## config.mk

```make
export PLATFORM = sky130hd
export DESIGN_NAME = bpt_ctrl
export DESIGN_NICKNAME = d
export VERILOG_FILES = /design/src/rtl/bpt_pkg.sv /design/src/rtl/bpt_ctrl.sv
export SDC_FILE = /design/constraint.sdc
export NUM_CORES = 1
export LEC_CHECK = 0
export ABC_AREA = 1
export BUFFER_PORTS_ARGS = -buffer_cell sky130_fd_sc_hd__buf_2
export CAP_MARGIN = 25
export CORE_AREA = 2 2 39 41
export CTS_BUF_LIST = sky130_fd_sc_hd__clkbuf_2
export DETAILED_ROUTE_END_ITERATION = 8
export DIE_AREA = 0 0 41 43
export GPL_TIMING_DRIVEN = 0
export SKIP_LAST_GASP = 1
export SYNTH_ARGS = -nofsm -noshare
export SYNTH_HDL_FRONTEND = slang
export SYNTH_SLANG_ARGS = --single-unit
```

## constraint.sdc

```tcl
create_clock -name clk -period 1.2 [get_ports clk]
set_clock_uncertainty 0.05 [all_clocks]
set_input_delay 0.06 -clock clk [delete_from_list [all_inputs] [get_ports clk]]
set_output_delay 0.06 -clock clk [all_outputs]
set_load 0.01 [all_outputs]
```

## src/rtl/bpt_pkg.sv

```systemverilog
// ----------------------------------------------------------------------------
// bpt_pkg: shared types and constants for the pairing tracker
// Event codes, method codes, phases, table sizes and the method lookup.
// ----------------------------------------------------------------------------
package bpt_pkg;

  localparam int CONN_ENTRIES   = 16;
  localparam int PAIRED_ENTRIES = 64;
  localparam int CONN_IW        = (CONN_ENTRIES > 1) ? $clog2(CONN_ENTRIES) : 1;
  localparam int PAIR_IW        = (PAIRED_ENTRIES > 1) ? $clog2(PAIRED_ENTRIES) : 1;
  localparam int PAIR_CW        = $clog2(PAIRED_ENTRIES + 1);

  localparam logic [2:0] EV_CONN     = 3'd0;
  localparam logic [2:0] EV_DISC     = 3'd1;
  localparam logic [2:0] EV_ENC      = 3'd2;
  localparam logic [2:0] EV_PAIR_REQ = 3'd3;
  localparam logic [2:0] EV_PAIR_RSP = 3'd4;
  localparam logic [2:0] EV_PAIR_FAIL = 3'd5;

  localparam logic [2:0] M_JW  = 3'd0;
  localparam logic [2:0] M_PK  = 3'd1;
  localparam logic [2:0] M_NC  = 3'd2;
  localparam logic [2:0] M_OOB = 3'd3;
  localparam logic [2:0] M_UNK = 3'd4;

  localparam logic [1:0] PH_CONN = 2'd0;
  localparam logic [1:0] PH_REQ  = 2'd1;
  localparam logic [1:0] PH_RESP = 2'd2;

  localparam logic [7:0] AUTH_SC   = 8'b0000_1000;
  localparam logic [7:0] AUTH_MITM = 8'b0000_0100;
  localparam logic [7:0] IO_MAX    = 8'd4;

  typedef struct packed {
    logic [2:0]  req_type;
    logic [47:0] adapter_addr;
    logic [63:0] timestamp;
    logic [11:0] handle;
    logic [7:0]  status;
    logic [47:0] peer_addr;
    logic [7:0]  io_capability;
    logic [7:0]  oob_flag;
    logic [7:0]  auth_req;
  } in_item_t;

  typedef struct packed {
    logic [63:0] alert_time;
    logic [47:0] device_addr;
    logic [47:0] alert_adapter;
    logic        repeated_pairing;
    logic        pair_success;
    logic        pair_version;
    logic [2:0]  pair_method;
  } out_item_t;

  // Commands from controller to datapath.
  typedef struct packed {
    logic load;      // capture input item, look up connection
    logic apply;     // apply table update for the event
    logic scan_clr;  // reset paired-table scan
    logic scan_step; // examine one paired entry
    logic record;    // write new paired entry
    logic emit;      // load output register
  } bpt_cmd_t;

  // Status from datapath to controller.
  typedef struct packed {
    logic       need_alert;
    logic       scan_done;
    logic       can_record;
  } bpt_sts_t;

  // Association method from the spec tables, rows by responder, columns by initiator.
  function automatic logic [2:0] tab_method(input logic sc, input logic [2:0] rs,
                                            input logic [2:0] rq);
    logic [2:0] m;
    m = M_PK;
    if (rs == 3'd3 || rq == 3'd3) m = M_JW;
    else if ((rs == 3'd0 || rs == 3'd1) && (rq == 3'd0 || rq == 3'd1)) begin
      m = (sc && rs == 3'd1 && rq == 3'd1) ? M_NC : M_JW;
    end else if (sc && (rs == 3'd1 || rs == 3'd4) && (rq == 3'd1 || rq == 3'd4)) begin
      m = M_NC;
    end
    return m;
  endfunction

endpackage

```

## src/rtl/bpt_ctrl.sv

```systemverilog
// ----------------------------------------------------------------------------
// bpt_ctrl: sequencing of one event
// Accepts an item, applies it and, when the event needs an alert, scans the paired table and raises it.
// ----------------------------------------------------------------------------
module bpt_ctrl import bpt_pkg::*; (
  input  logic     clk,
  input  logic     rst_n,
  input  logic     in_valid,
  output logic     in_ready,
  output logic     out_valid,
  input  logic     out_ready,
  output bpt_cmd_t cmd,
  input  bpt_sts_t sts
);

  typedef enum logic [2:0] {S_IDLE, S_APPLY, S_SCAN, S_REC, S_OUT} state_t;

  state_t state_r, state_nxt;
  logic   out_valid_r, out_valid_nxt;

  always_comb begin
    state_nxt     = state_r;
    out_valid_nxt = out_valid_r;
    cmd           = '0;
    in_ready      = 1'b0;
    if (out_valid_r && out_ready) out_valid_nxt = 1'b0;
    case (state_r)
      S_IDLE: begin
        in_ready = 1'b1;
        if (in_valid) begin
          cmd.load  = 1'b1;
          state_nxt = S_APPLY;
        end
      end
      S_APPLY: begin
        // Lookup result is registered; the event now acts on the tables.
        cmd.apply    = 1'b1;
        cmd.scan_clr = 1'b1;
        state_nxt    = sts.need_alert ? S_SCAN : S_IDLE;
      end
      S_SCAN: begin
        cmd.scan_step = 1'b1;
        if (sts.scan_done) state_nxt = S_REC;
      end
      S_REC: begin
        // The output register may still hold the previous alert.
        if (!out_valid_r || out_ready) begin
          cmd.record    = sts.can_record;
          cmd.emit      = 1'b1;
          out_valid_nxt = 1'b1;
          state_nxt     = S_IDLE;
        end
      end
      default: state_nxt = S_IDLE;
    endcase
  end

  always_ff @(posedge clk) begin
    if (!rst_n) begin
      state_r     <= S_IDLE;
      out_valid_r <= 1'b0;
    end else begin
      state_r     <= state_nxt;
      out_valid_r <= out_valid_nxt;
    end
  end

  assign out_valid = out_valid_r;

endmodule

```

; Word-level counts from Yosys, hierarchy flattened
; Index checks and enable logic that the tools add are counted.
[op_classes]
n_lt_le_gt_ge = 0
shifts = 0
multipliers = 0
n_mux = 15
n_eq_ne = 6
n_bitwise = 0
reduce_logical = 5
div = 0
addsub = 0
[ops]
columns = op, count
row1 = case mux 3 bit (4 select lines), 1
row2 = 2-to-1 mux 3 bit, 3
row3 = 2-to-1 mux 2 bit, 4
row4 = 2-to-1 mux 1 bit, 7
row5 = == test 3 x 2 -> 1 bit (second input constant), 2
row6 = inequality test 2 bit (second input constant), 3
row7 = == test 3 x 1 -> 1 bit (second input constant), 1
row8 = logical NOT 3 bit, 1
row9 = AND reduction 3 bit, 1
row10 = logical AND 1 bit, 1
row11 = logical NOT 1 bit, 1
row12 = logical OR 1 bit, 1
[word_totals]
mem_bits_ro = 0
out_inout_bits = 8
ram_bits = 0
input_bits = 7
memories = 0
latch_bits = 0
register_bits = 4

; Logic depth before layout (Yosys ltp)
; Gate-level depths: netlist of run 1.
[depth]
depth_word = 4
ltp_mapped = 6
ltp_nobuf = 6

; Least setup slack after synthesis of run 1
; No wires, ideal clock.
[synth_path]
path_type = register to register
startpoint = reg state_r[0]
endpoint = reg state_r[1]
setup_slack_ps = 186
synth_period_minus_slack_ps = 1014
stages_incl_launch_ff = 7
n_path_buf = 0
t_arrival_ps = 908
cell_sequence = dfxtp_1 -> inv_1 -> nor2_1 -> nand2_1 -> nand3_1 -> nand2_1 -> inv_1
[synth_via]
elab_chain_len = 3
elab_cells_between_ends = 9
cone_classes = 6 x eq/ne / 1 x mux / 2 x reduce/logical
[synth_lines]
columns = element, line
row1 = "start, declared", bpt_ctrl.sv:18  ; state_t state_r, state_nxt;
row2 = "start signal, assigned", bpt_ctrl.sv:63  ; state_r <= state_nxt;
row3 = == test 3 x 2 -> 1 bit or logical NOT 3 bit (tied branches), bpt_ctrl.sv:27  ; case (state_r)
row4 = inequality test 2 bit (no source line), --
row5 = AND reduction 3 bit (no source line), --
; Parallel ways exist; a longest one is shown, timed or not.
; A chain may end at the register's enable or synchronous reset.

==> summary.txt, run 1 <==
Logic synthesis
  – Post-Syn Area per Cell: 6.13 um2
  – Mapped Nets: 37
  – Synth warnings: 0
  – Distinct cells, synth: 12
  – Synthesized instance count: 30
  – #FFs+latches synth: 3
  – Synth Cell Area: 184 um2
  – Seq/Total Area, Yosys: 32.7%

CTS
  – Number of buffers added for setup after CTS: 0
  – Worst skew pair latency: 0.19 ns
  – Clock sink count: 3
  – Htree depth: 1
  – Clk buf depth: 2
  – Worst-path clk slew: 0.04 ns
  – CTS buffer count: 3
  – Root Buffer: clkbuf_2
  – TritonCTS clock tree: yes

Floorplanning
  – Core ar.: 1380 um2
  – Site row count: 14
  – Die height: 43 um
  – Io pins: 15
  – Initial Utilization: 13.3%
  – Die Wd: 41 um
  – Die Area: 1760 um2

Timing
  – Slew @ Worst Pin: 0.197 ns
  – RSZ-0062 raised after global routing: no
  – Final setup violation count: 0
  – PnR worst setup slack: 0.0944 ns
  – Final period util: 92.1%
  – Max Freq: 904 MHz
  – Tmin final: 1.11 ns
  – Final Max Tran Viols: 0
  – Worst slew margin: 86.9%
  – Hold Violations, Final: 0

Power and ir drop
  – Power Density: 1150 nW/um2
  – Max IR drop VDD: 263 uV
  – P_leak: 0.192 nW

Place
  – Placed inst area: 274 um2
  – IO Port Bufs: 14
  – Post-detail-place hpwl: 363 um
  – Dpl ws: 0.197 ns
  – Routability Congestion: 0.580

Detailed routing
  – Iter 0 DRT Violations: 3
  – Routed vias/inst: 3.80
  – Vias: 243
  – Final wirelength: 422 um
  – Remaining antenna violation count: 0
  – DRC violations left: 0
  – Drt wl/cell: 6.59 um
  – 1st-pass router iterations: 4

Layout
  – Post-route cell area: 307 um2
  – Ant. Diodes: 0
  – Share of layout cells above drive strength 1: 56.3%
  – Area Overhead vs Synth: 66.7%
  – Nets: 56

Setup path
  – CP max stage delay: 0.37 ns
  – Crit-path max FO: 6
  – Arr. time, crit path: 1.00 ns
  – Worst Setup Start Kind: flip-flop
  – R2R Setup Slk: 0.23 ns
  – CP Capture Type: output pin
  – WS Path Type: reg2out
  – Worst EP required: 1.09 ns
  – Crit-path slowest cell: dfxtp_2
  – CP cell instances: nand2_1 > nor3b_2 > buf_2

Global routing
  – Maximum number of pins on one net before global-route repair: 7
  – Vias in the first global route: 199
  – GRT Total Usage: 5.92%
  – Total gr overflow: 0
  – Initial antenna violation count: 0
  – First-pass GRT wire length: 641 um

Status
  – Status: complete, no violations

Run
  – Max cap viols: 0

Worst hold path
  – Min-Delay Path Class: in2reg
[synth_stat cells (all sizes together)]
master,n,area share [%]
dfxtp,3,33
nor3b,1,4.1
inv,7,14
nand3,2,5.4
a21oi,1,4.8
nand2,9,20
nor3,1,2.7
buf,1,4.1
nor2,4,8.2
o21a,1,4.1
[through the flow]
stage / instances / hold WS (ns) / power [mW] / setup TNS, ns / util, %
final: 64 / 0.0475 / 0.352 / 0 / 22.2
after global routing: 64 / 0.0425 / 0.380 / 0 / 22.2
after CTS: 64 / 0.0349 / 0.355 / -0.0281 / 21.2
after detailed placement: 60 / 0.247 / 0.215 / 0 / 19.8
after global placement: 60 / 0.238 / 0.213 / 0 / 19.8
after floorplan: 30 / 0.108 / 0.177 / 0 / -
[power breakdown]
group / switching (mW) / internal [mW]
registers: 0.0100 / 0.110
logic: 0.0517 / 0.0458
clock network: 0.0460 / 0.0879
[critical path: cells and delay by family, from the launching register on]
| family | cells | cell delay, ns |
|---|---|---|
| buffers and inverters | 1 | 0.14 |
| DFF | 1 | 0.37 |
| and+or+nand+nor | 2 | 0.29 |
[final timing paths]
path | start | end | depth (start not counted)
worst max-delay path | state_r[1] | cmd[1] | 3
worst min-delay path | rst_n | state_r[1] | 3
worst max register to register | state_r[1] | state_r[0] | 6
worst min register to register | state_r[0] | state_r[0] | 2
[cells by family (layout without fill, tap and decap cells)]
kind of cell / count (synthesis) / after routing / synth area share, %
buf+inv: 8 / 26 / 18.4
compound gates: 2 / 2 / 8.85
simple gates: 17 / 17 / 40.1
flops: 3 / 3 / 32.7
[repair_timing]
item	4_1_cts	5_1_grt
hold buffers	0	0
pin swaps	0	0
endpoints found under the setup margin	2	3
gates resized for setup	0	5
[placed cells by master (no fill, tap or decap)]
master	n
o21a_1	1
nor3_1	1
nor2_2	2
inv_1	6
dfxtp_2	2
a21oi_2	1
nor2_1	2
buf_4	1
nand3_1	2
nand2_1	8
dfxtp_1	1
clkbuf_2	4
buf_2	14
nor3b_2	1
inv_2	1
nand2_2	1
[flip-flops by register name, indices dropped and copies added, names as in the netlist]
| signal | flops |
|---|---|
| out_valid | 1 |
| state_r | 2 |
[final cells by class]
cell class,count,area [um2]
Timing Repair Buffer,14,70.1
Inverter,7,26.3
Fill cell,168,1080
Clock buffer,4,20.0
Sequential cell,3,62.6
Buffer,1,7.51
Multi-Input combinational cell,19,100
Tap cell,16,20.0
[routing by layer]
metal	part of all wire (%)	routed length, um	track usage [%]
met3	7.8	33	3.14
met2	60	253	9.38
met5	0	0	0
met1	32	135	3.54
met4	0	0	8.00
(Power assumes the default switching activity.)
==> run 2, diff against run 1 <==
==> constraint.sdc (replaced) <==
create_clock -name clk -period 1.2 [get_ports clk]
set_clock_uncertainty 0.05 [all_clocks]
set_input_delay 0.06 -clock clk [delete_from_list [all_inputs] [get_ports clk]]
set_output_delay 0.06 -clock clk [all_outputs]
set_load 0.02 [all_outputs]
==> summary.txt, run 2 (synthesis results as in run 1) <==
Status
  – Status: complete, no violations

Setup path
  – Crit-path max FO: 6
  – Arr. time, crit path: 1.02 ns
  – FF-to-FF path depth: 6
  – RR Startpoint: state_r[1]
  – Worst EP required: 1.09 ns
  – R2R Setup Slk: 0.23 ns
  – CP max stage delay: 0.37 ns
  – CP Capture Type: output pin
  – Worst Setup Start Kind: flip-flop
  – CP cell instances: nand2_1 > nor3b_2 > buf_4
  – Crit-path slowest cell: dfxtp_2
  – Worst R2R End: state_r[0]
  – WS Path Type: reg2out

Detailed routing
  – Drt wl/cell: 6.59 um
  – 1st-pass router iterations: 4
  – Final wirelength: 422 um
  – Routed vias/inst: 3.80
  – Vias: 243
  – Iter 0 DRT Violations: 3
  – Remaining antenna violation count: 0
  – DRC violations left: 0

Power and ir drop
  – Clk pwr share: 36.1%
  – P_leak: 0.192 nW
  – Sw Pwr: 0.126 mW
  – Power Density: 1200 nW/um2
  – P_int: 0.245 mW
  – Switching share of power: 34.1%
  – Combinational share of power: 31.5%
  – Max IR drop VDD: 274 uV
  – Flop pwr share: 32.4%

Timing
  – Final setup violation count: 0
  – Slew @ Worst Pin: 0.197 ns
  – Final period util: 93.9%
  – Tmin final: 1.13 ns
  – RSZ-0062 raised after global routing: yes
  – Final Max Tran Viols: 0
  – Worst slew margin: 86.9%
  – PnR worst setup slack: 0.0733 ns
  – Max Freq: 888 MHz
  – Hold Violations, Final: 0
  – Final Hold Slack: 0.0475 ns

Place
  – Post-detail-place hpwl: 363 um
  – Placed Cells incl. Taps: 60
  – Routability Congestion: 0.580
  – Dpl ws: 0.169 ns
  – Placed inst area: 274 um2
  – IO Port Bufs: 14

Floorplanning
  – Io pins: 15
  – Initial Utilization: 13.3%
  – Core ar.: 1380 um2
  – Die Area: 1760 um2
  – Site row count: 14
  – Die Wd: 41 um
  – Die height: 43 um

CTS
  – Worst-path clk slew: 0.04 ns
  – Clock sink count: 3
  – TritonCTS clock tree: yes
  – Root Buffer: clkbuf_2
  – CTS buffer count: 3
  – Clk buf depth: 2
  – Worst skew pair latency: 0.19 ns
  – Htree depth: 1
  – Hold buffer count at CTS: 0

Global routing
  – Met2 Track Usage GR: 10.3%
  – Total gr overflow: 0
  – Maximum number of pins on one net before global-route repair: 7
  – Grt peak-use layer: met2
  – Initial antenna violation count: 0
  – Vias in the first global route: 215
  – M1 GR Usage: 2.89%
  – First-pass GRT wire length: 655 um
  – Grt met3 use: 3.14%
  – GRT Total Usage: 6.02%

Worst hold path
  – Min-Delay Path Class: in2reg
  – Hold Path Depth: 3
  – Hold_sp: rst_n
  – Hold endpoint: state_r[1]

Layout
  – Ant. Diodes: 0
  – Area Overhead vs Synth: 68.0%
  – Reg with most FFs: state_r
  – Post-route cell area: 309 um2
  – Largest register FFs: 2
  – Filler cell count: 168
  – Storage element area: 62.6 um2
  – Fin cells: 64
  – Most common cell after layout, fill and taps aside: buf_2
  – Share of layout cells above drive strength 1: 56.3%
  – Multi-input logic area: 100 um2
  – Nets: 56
  – Most frequent cells in the layout: 13 x buf_2, 8 x nand2_1, 6 x inv_1

Run
  – Max cap viols: 0
## run 2: layout make-up
class	count	area share, %
multi-input cells	19	32.4
repair buffers	14	23.5
flip-flops and latches	3	20.2
inverters	7	8.50
clock buffers	4	6.48
well taps	16	6.48
plain buffers	1	2.43
## run 2: through the flow
step	utilization [%]	TNS (ns)	total power [mW]
after floorplan	-	0	0.196
after global placement	19.8	0	0.232
after detailed placement	19.8	0	0.234
after CTS	21.6	0	0.378
after global routing	22.3	-0.0193	0.399
final	22.3	0	0.371
## run 2: worst max path at each step
stage                from    endpoint  slack, ns  depth (start not counted)
2_1_floorplan  state_r[0]  state_r[1]       0.05                          6
5_1_grt        state_r[1]      cmd[1]      -0.01                          3
3_5_place_dp   state_r[0]      cmd[4]       0.17                          4
4_1_cts        state_r[1]      cmd[1]       0.02                          3
3_3_place_gp   state_r[1]      cmd[1]       0.19                          3
6_report       state_r[1]      cmd[1]       0.07                          3
## run 2: worst max-delay path: cells and delay by family (launching register included)
kind,cells,cell delay [ns]
DFF,1,0.37
and+or+nand+nor,2,0.30
buffers and inverters,1,0.16
## run 2: per-layer routing
| layer | part of all wire [%] | routed length [um] | vias to the layer above |
|---|---|---|---|
| met4 | 0 | 0 | 0 |
| met1 | 32 | 135 | 113 |
| li1 | - | - | 125 |
| met2 | 60 | 253 | 5 |
| met3 | 7.8 | 33 | 0 |
| met5 | 0 | 0 | - |
## run 2: power by group through the flow
stage | sequential (mW) | combinational (mW) | clock, mW
floorplan | 0.119 | 0.0769 | 0
global placement | 0.119 | 0.113 | 0
detailed placement | 0.120 | 0.114 | 0
CTS | 0.120 | 0.116 | 0.141
global route | 0.121 | 0.128 | 0.150
finish | 0.120 | 0.117 | 0.134
## run 2: timing repair
item                       4_1_cts  5_1_grt
setup endpoints to repair        2        2
hold endpoints to repair         0        0
buffers inserted                 0        0
resized for setup                3        3
cloned                           0        0
==> run 3, diff against run 2 <==
--- a/config.mk
+++ b/config.mk
@@ -13,6 +13,7 @@
 export DETAILED_ROUTE_END_ITERATION = 8
 export DIE_AREA = 0 0 41 43
 export GPL_TIMING_DRIVEN = 0
+export RECOVER_POWER = 100
 export SKIP_LAST_GASP = 1
 export SYNTH_ARGS = -nofsm -noshare
 export SYNTH_HDL_FRONTEND = slang
==> summary.txt, run 3 (synthesis results as in run 1) <==
Detailed routing
  – Drt wl/cell: 6.61 um
  – DRC violations left: 0
  – Routed vias/inst: 3.83
  – Remaining antenna violation count: 0
  – 1st-pass router iterations: 4
  – Final wirelength: 423 um
  – Vias: 245
  – Iter 0 DRT Violations: 3

Timing
  – Final period util: 94.2%
  – Hold Violations, Final: 0
  – Final Max Tran Viols: 0
  – Tmin final: 1.13 ns
  – Slew @ Worst Pin: 0.246 ns
  – Max Freq: 884 MHz
  – Worst slew margin: 83.7%
  – RSZ-0062 raised after global routing: yes
  – Final setup violation count: 0
  – Final TNS setup: 0 ns
  – PnR worst setup slack: 0.0692 ns
  – Final Hold Slack: 0.0485 ns

Global routing
  – GRT Total Usage: 6.02%
  – Vias in the first global route: 215
  – Initial antenna violation count: 0
  – Maximum number of pins on one net before global-route repair: 7
  – Total gr overflow: 0
  – First-pass GRT wire length: 655 um

Place
  – Dpl ws: 0.169 ns
  – Placed inst area: 274 um2
  – IO Port Bufs: 14
  – Post-detail-place hpwl: 363 um
  – Placed Cells incl. Taps: 60
  – Routability Congestion: 0.580

Floorplanning
  – Die Area: 1760 um2
  – Initial Utilization: 13.3%
  – Die height: 43 um
  – Site row count: 14
  – Die Wd: 41 um
  – Io pins: 15
  – Core ar.: 1380 um2

Layout
  – Area Overhead vs Synth: 64.6%
  – Share of layout cells above drive strength 1: 47.9%
  – Multi-input logic area: 97.6 um2
  – Ant. Diodes: 0
  – Nets: 56
  – Storage element area: 62.6 um2
  – Most common cell after layout, fill and taps aside: nand2_1
  – Largest register FFs: 2
  – Reg with most FFs: state_r
  – Fin cells: 64
  – Filler cell count: 168
  – Post-route cell area: 303 um2
  – Final core utilization: 21.9%
  – Most frequent cells in the layout: 9 x nand2_1, 7 x clkbuf_2, 7 x buf_2

Worst hold path
  – Min-Delay Path Class: in2reg

CTS
  – Root Buffer: clkbuf_2
  – TritonCTS clock tree: yes
  – Clk buf depth: 2
  – CTS buffer count: 3
  – Number of buffers added for setup after CTS: 0
  – Hold buffer count at CTS: 0
  – Clock sink count: 3
  – Worst-path clk slew: 0.04 ns
  – Worst skew pair latency: 0.19 ns
  – Htree depth: 1

Power and ir drop
  – Pwr Total: 0.368 mW
  – P_leak: 0.179 nW
  – Max IR drop VDD: 274 uV
  – Power Density: 1220 nW/um2

Setup path
  – WS Path Type: reg2out
  – CP Capture Type: output pin
  – Arr. time, crit path: 1.02 ns
  – Worst EP required: 1.09 ns
  – Crit-path max FO: 5
  – Worst Setup Start Kind: flip-flop

Status
  – Status: complete, no violations

Run
  – Max cap viols: 0
==> run 3: worst paths after layout <==
kind | start | to | slack [ns] | depth (start not counted)
setup / recovery | state_r[0] | cmd[4] | 0.07 | 4
hold / removal | rst_n | state_r[1] | 0.05 | 3
setup reg to reg | state_r[1] | state_r[0] | 0.22 | 6
hold reg to reg | state_r[0] | state_r[0] | 0.50 | 2
==> run 3: layer usage <==
layer  GRT usage (%)  routed length (um)
met3            3.14                  32
met1            2.89                 135
met2            10.3                 254
met4            8.00                   0
met5               0                   0
==> run 3: layout make-up <==
type,instances,area share (%)
Buffer,1,2.48
Clock buffer,4,6.61
Inverter,7,8.68
Multi-Input combinational cell,19,32.2
Sequential cell,3,20.7
Tap cell,16,6.61
Timing Repair Buffer,14,22.7
==> run 3: power breakdown <==
part	total [mW]	internal [mW]	switching [mW]
Sequential	0.120	0.110	0.0103
Clock	0.134	0.0879	0.0460
Combinational	0.114	0.0432	0.0708
Total	0.368	0.241	0.127
==> run 3: critical path, stage by stage, from the launching register on <==
cell and delay, ns:
dfxtp_2 0.35, inv_1 0.09, nor2_2 0.12, buf_4 0.12
buf_2 0.14
==> run 3: what timing repair did <==
action,CTS,global route
hold endpoints to repair,0,0
setup endpoints to repair,2,2
resized for setup,3,3
